## src/sv/cpo_pkg.sv

```systemverilog
// Shared types and widths for the convex polygon overlap test core.
`default_nettype none

package cpo_pkg;

	// Default vertex capacity per polygon
	localparam int MAX_VERTICES_DEF = 16;

	// Exact arithmetic widths
	localparam int IN_W    = 16; // input coordinate
	localparam int COORD_W = 17; // vertex plus position offset
	localparam int AXIS_W  = 18; // edge component / axis component
	localparam int PROD_W  = 35; // axis * coordinate
	localparam int DOT_W   = 36; // sum of two products
	localparam int GAP_W   = 37; // difference of two projections

	// Input item: one vertex
	typedef struct packed {
		logic              poly_id;
		logic signed [IN_W-1:0] vertex_x;
		logic signed [IN_W-1:0] vertex_y;
		logic signed [IN_W-1:0] pos_x;
		logic signed [IN_W-1:0] pos_y;
		logic              last_vertex;
	} in_item_t;

	// Result item
	typedef struct packed {
		logic intersecting;
		logic overflow;
	} out_item_t;

	// Stored vertex, absolute coordinates
	typedef struct packed {
		logic signed [COORD_W-1:0] x;
		logic signed [COORD_W-1:0] y;
	} vertex_t;

endpackage

`default_nettype wire

```

## src/sv/cpo_vstore.sv

```systemverilog
// Vertex memory: one write port, one registered read port.
`default_nettype none

module cpo_vstore #(
	parameter int DEPTH = 2 * cpo_pkg::MAX_VERTICES_DEF,
	parameter int AW    = $clog2(DEPTH)
) (
	input  wire logic             clk,
	input  wire logic             we,
	input  wire logic [AW-1:0]    waddr,
	input  wire cpo_pkg::vertex_t wdata,
	input  wire logic             re,
	input  wire logic [AW-1:0]    raddr,
	output cpo_pkg::vertex_t      rdata
);

	cpo_pkg::vertex_t mem_q [DEPTH];
	cpo_pkg::vertex_t rdata_q;

	// write port
	always_ff @(posedge clk) begin
		if (we) begin
			mem_q[waddr] <= wdata;
		end
	end

	// registered read port
	always_ff @(posedge clk) begin
		if (re) begin
			rdata_q <= mem_q[raddr];
		end
	end

	assign rdata = rdata_q;

endmodule

`default_nettype wire

```

## src/sv/cpo_mul.sv

```systemverilog
// Shared signed multiplier with registered product.
`default_nettype none

module cpo_mul (
	input  wire logic                                 clk,
	input  wire logic signed [cpo_pkg::AXIS_W-1:0]  a,
	input  wire logic signed [cpo_pkg::COORD_W-1:0] b,
	output logic signed [cpo_pkg::PROD_W-1:0]       p
);

	logic signed [cpo_pkg::PROD_W-1:0] p_q;

	always_ff @(posedge clk) begin
		p_q <= cpo_pkg::PROD_W'(a) * cpo_pkg::PROD_W'(b);
	end

	assign p = p_q;

endmodule

`default_nettype wire

```

## src/sv/convex_polygon_overlap_test_core.sv

```systemverilog
// Top level: vertex loading and the separating-axis sequencer.
//
// Vertices are taken one per cycle while the core is idle; each is offset by
// its polygon position and stored while its polygon has room. The B vertex
// marked last starts the test and the core is busy until the result is
// registered. For every edge of A, then of B, the sequencer forms the edge
// normal (states EI, EJ, EC), then for each stored vertex of both polygons
// makes one memory read, two passes through the single shared multiplier and
// one min/max update, then checks the gap. The test stops at the first
// separating axis. An empty polygon A goes straight to the hand-over state.
// The single read port of the vertex memory and the one multiplier set this
// order of steps.
`default_nettype none

module convex_polygon_overlap_test_core #(
	parameter int MAX_VERTICES = cpo_pkg::MAX_VERTICES_DEF
) (
	input  wire logic               clk,
	input  wire logic               arst_n,
	input  wire logic               in_valid,
	output logic                    in_ready,
	input  wire cpo_pkg::in_item_t  in_item,
	output logic                    out_valid,
	input  wire logic               out_ready,
	output cpo_pkg::out_item_t      out_item
);

	localparam int DEPTH = 2 * MAX_VERTICES;
	localparam int AW    = (DEPTH > 1) ? $clog2(DEPTH) : 1;
	localparam int CW    = $clog2(MAX_VERTICES + 1);
	localparam logic [CW-1:0] MAX_C  = CW'(MAX_VERTICES);
	localparam logic [AW-1:0] BASE_B = AW'(MAX_VERTICES);

	localparam int COORD_W = cpo_pkg::COORD_W;
	localparam int AXIS_W  = cpo_pkg::AXIS_W;
	localparam int PROD_W  = cpo_pkg::PROD_W;
	localparam int DOT_W   = cpo_pkg::DOT_W;
	localparam int GAP_W   = cpo_pkg::GAP_W;

	// sequencer states
	localparam logic [3:0] S_IDLE = 4'd0;
	localparam logic [3:0] S_EI   = 4'd1; // read edge start vertex
	localparam logic [3:0] S_EJ   = 4'd2; // read edge end vertex
	localparam logic [3:0] S_EC   = 4'd3; // form normal
	localparam logic [3:0] S_PRD  = 4'd4; // read projected vertex
	localparam logic [3:0] S_PM1  = 4'd5; // multiply x
	localparam logic [3:0] S_PM2  = 4'd6; // multiply y
	localparam logic [3:0] S_PACC = 4'd7; // sum, min/max
	localparam logic [3:0] S_GAP  = 4'd8; // gap check
	localparam logic [3:0] S_FIN  = 4'd9; // hand over result

	logic [3:0]    state_q;
	logic [CW-1:0] cnt_a_q, cnt_b_q;
	logic          ovf_seen_q;
	logic          p_e_q, q_q;
	logic [CW-1:0] i_e_q, v_q;
	logic          res_q, ovf_res_q;
	logic          out_valid_q;
	cpo_pkg::out_item_t out_item_q;

	logic signed [COORD_W-1:0] xi_q, yi_q;
	logic signed [AXIS_W-1:0]  ax_q, ay_q;
	logic signed [PROD_W-1:0]  p1_q;
	logic signed [DOT_W-1:0]   lo_q, hi_q, min_a_q, max_a_q;

	// input side
	logic          acc_in;
	logic [CW-1:0] cnt_sel;
	logic          room;
	logic          start;
	cpo_pkg::vertex_t wdata;
	logic [AW-1:0] waddr;

	assign in_ready = (state_q == S_IDLE);
	assign acc_in   = in_valid && in_ready;
	assign cnt_sel  = in_item.poly_id ? cnt_b_q : cnt_a_q;
	assign room     = (cnt_sel < MAX_C);
	assign start    = acc_in && in_item.poly_id && in_item.last_vertex;
	assign wdata.x  = COORD_W'(in_item.vertex_x) + COORD_W'(in_item.pos_x);
	assign wdata.y  = COORD_W'(in_item.vertex_y) + COORD_W'(in_item.pos_y);
	assign waddr    = AW'(cnt_sel) + (in_item.poly_id ? BASE_B : AW'(0));

	// test side
	logic [CW-1:0] n_e, n_q, j_e;
	logic          rd_en;
	logic [AW-1:0] raddr;
	cpo_pkg::vertex_t rdata;

	assign n_e = p_e_q ? cnt_b_q : cnt_a_q;
	assign n_q = q_q ? cnt_b_q : cnt_a_q;
	assign j_e = (CW'(i_e_q + 1'b1) == n_e) ? CW'(0) : CW'(i_e_q + 1'b1);

	// read address per state
	always_comb begin
		rd_en = 1'b0;
		raddr = AW'(0);
		case (state_q)
			S_EI: begin
				rd_en = 1'b1;
				raddr = AW'(i_e_q) + (p_e_q ? BASE_B : AW'(0));
			end
			S_EJ: begin
				rd_en = 1'b1;
				raddr = AW'(j_e) + (p_e_q ? BASE_B : AW'(0));
			end
			S_PRD: begin
				rd_en = 1'b1;
				raddr = AW'(v_q) + (q_q ? BASE_B : AW'(0));
			end
			default: begin
				rd_en = 1'b0;
				raddr = AW'(0);
			end
		endcase
	end

	cpo_vstore #(
		.DEPTH (DEPTH),
		.AW    (AW)
	) u_vstore (
		.clk   (clk),
		.we    (acc_in && room),
		.waddr (waddr),
		.wdata (wdata),
		.re    (rd_en),
		.raddr (raddr),
		.rdata (rdata)
	);

	// shared multiplier: x term in PM1, y term in PM2
	logic signed [AXIS_W-1:0]  mul_a;
	logic signed [COORD_W-1:0] mul_b;
	logic signed [PROD_W-1:0]  mul_p;

	assign mul_a = (state_q == S_PM1) ? ax_q : ay_q;
	assign mul_b = (state_q == S_PM1) ? rdata.x : rdata.y;

	cpo_mul u_mul (
		.clk (clk),
		.a   (mul_a),
		.b   (mul_b),
		.p   (mul_p)
	);

	// projection and running min/max
	logic signed [DOT_W-1:0] dot, new_lo, new_hi;
	logic signed [GAP_W-1:0] gap;
	logic                    last_v;

	assign dot    = DOT_W'(p1_q) + DOT_W'(mul_p);
	assign new_lo = ((v_q == CW'(0)) || (dot < lo_q)) ? dot : lo_q;
	assign new_hi = ((v_q == CW'(0)) || (dot > hi_q)) ? dot : hi_q;
	assign last_v = (CW'(v_q + 1'b1) == n_q);
	assign gap    = (min_a_q < lo_q) ? (GAP_W'(lo_q) - GAP_W'(max_a_q))
	                                 : (GAP_W'(min_a_q) - GAP_W'(hi_q));

	// normal of the edge i -> j: (-(yj - yi), xj - xi)
	logic signed [AXIS_W-1:0] ex, ey;

	assign ex = AXIS_W'(rdata.x) - AXIS_W'(xi_q);
	assign ey = AXIS_W'(rdata.y) - AXIS_W'(yi_q);

	// datapath registers
	always_ff @(posedge clk) begin
		if (state_q == S_EJ) begin
			xi_q <= rdata.x;
			yi_q <= rdata.y;
		end
		if (state_q == S_EC) begin
			ax_q <= -ey;
			ay_q <= ex;
		end
		if (state_q == S_PM2) begin
			p1_q <= mul_p;
		end
		if (state_q == S_PACC) begin
			lo_q <= new_lo;
			hi_q <= new_hi;
			if (!q_q && last_v) begin
				min_a_q <= new_lo;
				max_a_q <= new_hi;
			end
		end
		if (state_q == S_FIN && (!out_valid_q || out_ready)) begin
			out_item_q.intersecting <= res_q;
			out_item_q.overflow     <= ovf_res_q;
		end
	end

	// sequencer and counters
	always_ff @(posedge clk or negedge arst_n) begin
		if (!arst_n) begin
			state_q     <= S_IDLE;
			cnt_a_q     <= '0;
			cnt_b_q     <= '0;
			ovf_seen_q  <= 1'b0;
			p_e_q       <= 1'b0;
			i_e_q       <= '0;
			q_q         <= 1'b0;
			v_q         <= '0;
			res_q       <= 1'b0;
			ovf_res_q   <= 1'b0;
			out_valid_q <= 1'b0;
		end else begin
			// hand-over state drives valid on its own
			if (out_valid_q && out_ready && state_q != S_FIN) begin
				out_valid_q <= 1'b0;
			end
			case (state_q)
				S_IDLE: begin
					if (acc_in) begin
						if (room) begin
							if (in_item.poly_id) begin
								cnt_b_q <= CW'(cnt_b_q + 1'b1);
							end else begin
								cnt_a_q <= CW'(cnt_a_q + 1'b1);
							end
						end else begin
							ovf_seen_q <= 1'b1;
						end
					end
					if (start) begin
						ovf_res_q <= ovf_seen_q || !room;
						p_e_q     <= 1'b0;
						i_e_q     <= '0;
						if (cnt_a_q == CW'(0)) begin
							res_q   <= 1'b0;
							state_q <= S_FIN;
						end else begin
							state_q <= S_EI;
						end
					end
				end
				S_EI: begin
					state_q <= S_EJ;
				end
				S_EJ: begin
					state_q <= S_EC;
				end
				S_EC: begin
					q_q     <= 1'b0;
					v_q     <= '0;
					state_q <= S_PRD;
				end
				S_PRD: begin
					state_q <= S_PM1;
				end
				S_PM1: begin
					state_q <= S_PM2;
				end
				S_PM2: begin
					state_q <= S_PACC;
				end
				S_PACC: begin
					if (!last_v) begin
						v_q     <= CW'(v_q + 1'b1);
						state_q <= S_PRD;
					end else if (!q_q) begin
						q_q     <= 1'b1;
						v_q     <= '0;
						state_q <= S_PRD;
					end else begin
						state_q <= S_GAP;
					end
				end
				S_GAP: begin
					if (!gap[GAP_W-1]) begin
						// gap or touching contact: separated
						res_q   <= 1'b0;
						state_q <= S_FIN;
					end else if (CW'(i_e_q + 1'b1) != n_e) begin
						i_e_q   <= CW'(i_e_q + 1'b1);
						state_q <= S_EI;
					end else if (!p_e_q) begin
						p_e_q   <= 1'b1;
						i_e_q   <= '0;
						state_q <= S_EI;
					end else begin
						res_q   <= 1'b1;
						state_q <= S_FIN;
					end
				end
				S_FIN: begin
					if (!out_valid_q || out_ready) begin
						out_valid_q <= 1'b1;
						cnt_a_q     <= '0;
						cnt_b_q     <= '0;
						ovf_seen_q  <= 1'b0;
						state_q     <= S_IDLE;
					end
				end
				default: begin
					state_q <= S_IDLE;
				end
			endcase
		end
	end

	assign out_valid = out_valid_q;
	assign out_item  = out_item_q;

	// checks
	a_cnt_bound: assert property (@(posedge clk) disable iff (!arst_n)
		(cnt_a_q <= MAX_C) && (cnt_b_q <= MAX_C))
		else $error("vertex count beyond capacity");

	a_start_busy: assert property (@(posedge clk) disable iff (!arst_n)
		start |=> !in_ready)
		else $error("core still ready after test start");

	a_edge_index: assert property (@(posedge clk) disable iff (!arst_n)
		(state_q == S_EI) |-> (i_e_q < n_e))
		else $error("edge index outside stored polygon");

	a_proj_index: assert property (@(posedge clk) disable iff (!arst_n)
		(state_q == S_PRD) |-> (v_q < n_q))
		else $error("projected vertex outside stored polygon");

	a_result_src: assert property (@(posedge clk) disable iff (!arst_n)
		$rose(out_valid_q) |-> ($past(state_q) == S_FIN))
		else $error("result raised outside hand-over state");

endmodule

`default_nettype wire

```

## config.mk

```make
export PLATFORM = sky130hd
export DESIGN_NAME = convex_polygon_overlap_test_core
export DESIGN_NICKNAME = d
export VERILOG_FILES = /design/src/sv/cpo_pkg.sv /design/src/sv/cpo_vstore.sv /design/src/sv/cpo_mul.sv /design/src/sv/convex_polygon_overlap_test_core.sv
export SDC_FILE = /design/constraint.sdc
export NUM_CORES = 2
export LEC_CHECK = 0
export BUFFER_PORTS_ARGS = -buffer_cell sky130_fd_sc_hd__buf_2
export CAP_MARGIN = 20
export CORE_ASPECT_RATIO = 1.5
export CORE_MARGIN = 1
export CORE_UTILIZATION = 35
export CTS_CLUSTER_DIAMETER = 150
export CTS_CLUSTER_SIZE = 16
export DETAILED_ROUTE_END_ITERATION = 16
export HOLD_SLACK_MARGIN = 0.15
export PLACE_DENSITY = 0.51
export RECOVER_POWER = 100
export SYNTH_ARGS = -nofsm -noshare
export SYNTH_HDL_FRONTEND = slang
export SYNTH_SLANG_ARGS = --single-unit
```

## constraint.sdc

```tcl
create_clock -name clk -period 25.4 [get_ports clk]
set_input_delay 1.27 -clock clk [delete_from_list [all_inputs] [get_ports clk]]
set_output_delay 1.27 -clock clk [all_outputs]
set_load 0.01 [all_outputs]
```

==> results.yml <==
outcome:
  status: "finished with violations"
  violations: "capacitance limit, slew limit"
clock_tree:
  cts-resized-gates: 0
  cts_tree: "yes"
  clockBufferDepth: 3
  clk_latency_ns: 0.73
  numClockSinks: 1438
  root_buffer: "clkbuf_16"
  postCtsHoldBufs: 0
  clkTransAtPathRegs_ns: 0.07
  postCtsSetupRepairBufs: 0
  cts_max_level: 3
  numCtsBuffers: 101
place:
  numPortBuffers: 73
  dpl.hpwl_um: 132100
  gp_congestion: 0.9189
sta:
  finalClockSkew_ns: 0.03159
  final.setup.tns_ns: 0
  finalHoldViolations: 0
  rsz0062_at_grt: "no"
  worst_pin_slew_ns: 4.401
  slew_violations: 1773
  setup_viol: 0
  finalCritPeriodShare: 0.4826
  relSlewSlack: -1.934
  whs_ns: 0.4235
  fmax_ghz: 0.08159
  fin_crit_ns: 12.26
worst_setup_path:
  r2r_slack_ns: 13.14
  cp-end-kind: "flop"
  critPathMaxStageDelay_ns: 2.41
  crit_type: "reg -> reg"
  crit_path_start_kind: "flop"
  reg2regPathDepth: 27
  path_delay_family: "adder cells"
  reg2reg_to: "u_mul.p[33]"
  path_buf_inv: 7
  rr_startpoint: "state_q[3]"
  crit_fanout: 54
  cp_slowest_cell: "clkbuf_1"
  crit_arrival_ns: 12.88
  worstPathRequired_ns: 26.02
worst_hold_path:
  min_path_cells: 0
  hold_start: "u_mul.p[8]"
  worstHoldPathType: "reg -> reg"
  min_to: "p1_q[8]"
grt:
  gr-total-overflow: 0
  grt_max_degree: 126
  antenna_found_initial: 4
  grt_pass1_wl_um: 302500
  grt_pass1_vias: 46210
  grt_usage: 0.1908
synth:
  yosysTopAreaCellShare: 0.5543
  syn_area_um2: 74380
  yosysMostFrequentCell: "edfxtp_1"
  ys_warn_count: 0
  syn_inst: 5637
  synth_cell_types: 78
  syn_nets: 6393
  synth.avg_cell_area_um2: 13.19
  async_reset_ff_frac: 0.02086
  ys_seq_area_frac: 0.5739
  synthTopCellsByArea: "edfxtp_1 55%, fa_1 8.5%, ha_1 6.2%, mux2i_1 4.3%, nand2_1 3.1%"
  synth-main-ff-cell: "edfxtp_1"
  synth_common_cells: "1,373 x edfxtp_1, 619 x nand2_1, 566 x inv_1"
  synth_top_cell_by_area: "edfxtp_1"
  ys_ff_latch: 1438
  synth_edf_count: 1373
floorplanning:
  ios: 74
  die_area_um2: 214400
  core_um2: 210600
  die_height_um: 566.6
  rows: 206
  die_w_um: 378.4
  start_util: 0.3532
finish:
  drive_gt1_frac: 0.06851
  fin_util: 0.3869
  fill_cells: 20020
  syn_to_final_growth_pct: 9.545
  nets: 6512
detailed_routing:
  drt_iter0_drc: 3275
  remaining_drc_errors: 0
  drt-met1-wl_um: 79520
  wl_per_cell_um: 23.97
  drt-pass1-iter-count: 7
  route.met2.wl_um: 111200
  route.vias.total: 44910
  drt.antenna.violating_nets: 0
  routed.top_layer: "met5"
  wl_um: 206200
  dr_wl_met3_um: 7836
  via_per_inst: 5.220
job:
  maxCapViolCount: 58
[per-stage QoR]
step	cell area, um^2	cells	setup slack (ns)
6_report	81480	8604	13.14
5_1_grt	81480	8604	12.29
4_1_cts	81920	8595	15.58
3_5_place_dp	79080	8453	15.62
3_3_place_gp	79050	8448	15.69
2_1_floorplan	74380	5637	17.29
[state kept, by name, summed over array words and instances, names as in the netlist, 34 cells and up]
name / count
u_mul.p: 35
lo_q: 36
min_a_q: 36
p1_q: 35
hi_q: 36
max_a_q: 36
u_vstore.mem_q: 1088
u_vstore.rdata: 34
[final cells by class]
cell class,count,area [um^2],area share
antenna,1,2.502,0.00003071
clock inverter,7,141.4,0.001735
clock buffer,135,2698,0.03311
multi-input combinational,3427,29080,0.3569
timing repair buffer,221,1232,0.01513
inverter,567,2128,0.02612
sequential,1438,42680,0.5238
tap,2808,3513,0.04312
[worst max-delay path by stage]
stage	start	endpoint	slack (ns)	cells past startpoint
3_3_place_gp	state_q[3]	u_mul.p[33]	15.69	27
6_report	state_q[3]	u_mul.p[33]	13.14	27
4_1_cts	state_q[3]	u_mul.p[33]	15.58	27
5_1_grt	state_q[3]	u_mul.p[33]	12.29	27
3_5_place_dp	state_q[3]	u_mul.p[33]	15.62	27
2_1_floorplan	state_q[3]	u_mul.p[33]	17.29	29
[kinds of logic after synthesis]
kind of cell               count (synthesis)  synth area share
DFF                                     1438            0.5739
and+or+nand+nor                         1338           0.07846
AOI/OAI and AO/OA                        857           0.08068
buffers and inverters                    772           0.04110
adders and majority gates                686            0.1473
muxes                                    420           0.06340
xor gates and xnor gates                 126           0.01521
[layout by cell type, fill, tap and decap left out, types with 39 or more instances in the layout]
cell	synthesis	routed
clkbuf_1	117	115
clkbuf_16	0	103
a221oi_1	140	140
inv_1	566	566
edfxtp_1	1373	1373
nor2_1	334	302
nor3_1	50	49
ha_1	370	370
a21o_1	100	101
o21ai_0	103	109
buf_4	11	61
xnor2_1	84	71
buf_2	55	67
mux2i_1	320	318
nand2_1	619	618
nand3_1	111	110
fa_1	316	316
a21oi_1	236	235
a2111oi_0	41	39
nand4_1	70	70
[layer usage]
metal,up-vias,track usage
met5,-,0
met4,4,0.06653
met3,322,0.01980
met2,1033,0.3602
met1,22880,0.2203
li1,20680,-
Power is left out: the tool's default activity adds up to more than one toggle a clock period on the data nets, which glitch-free logic cannot reach.
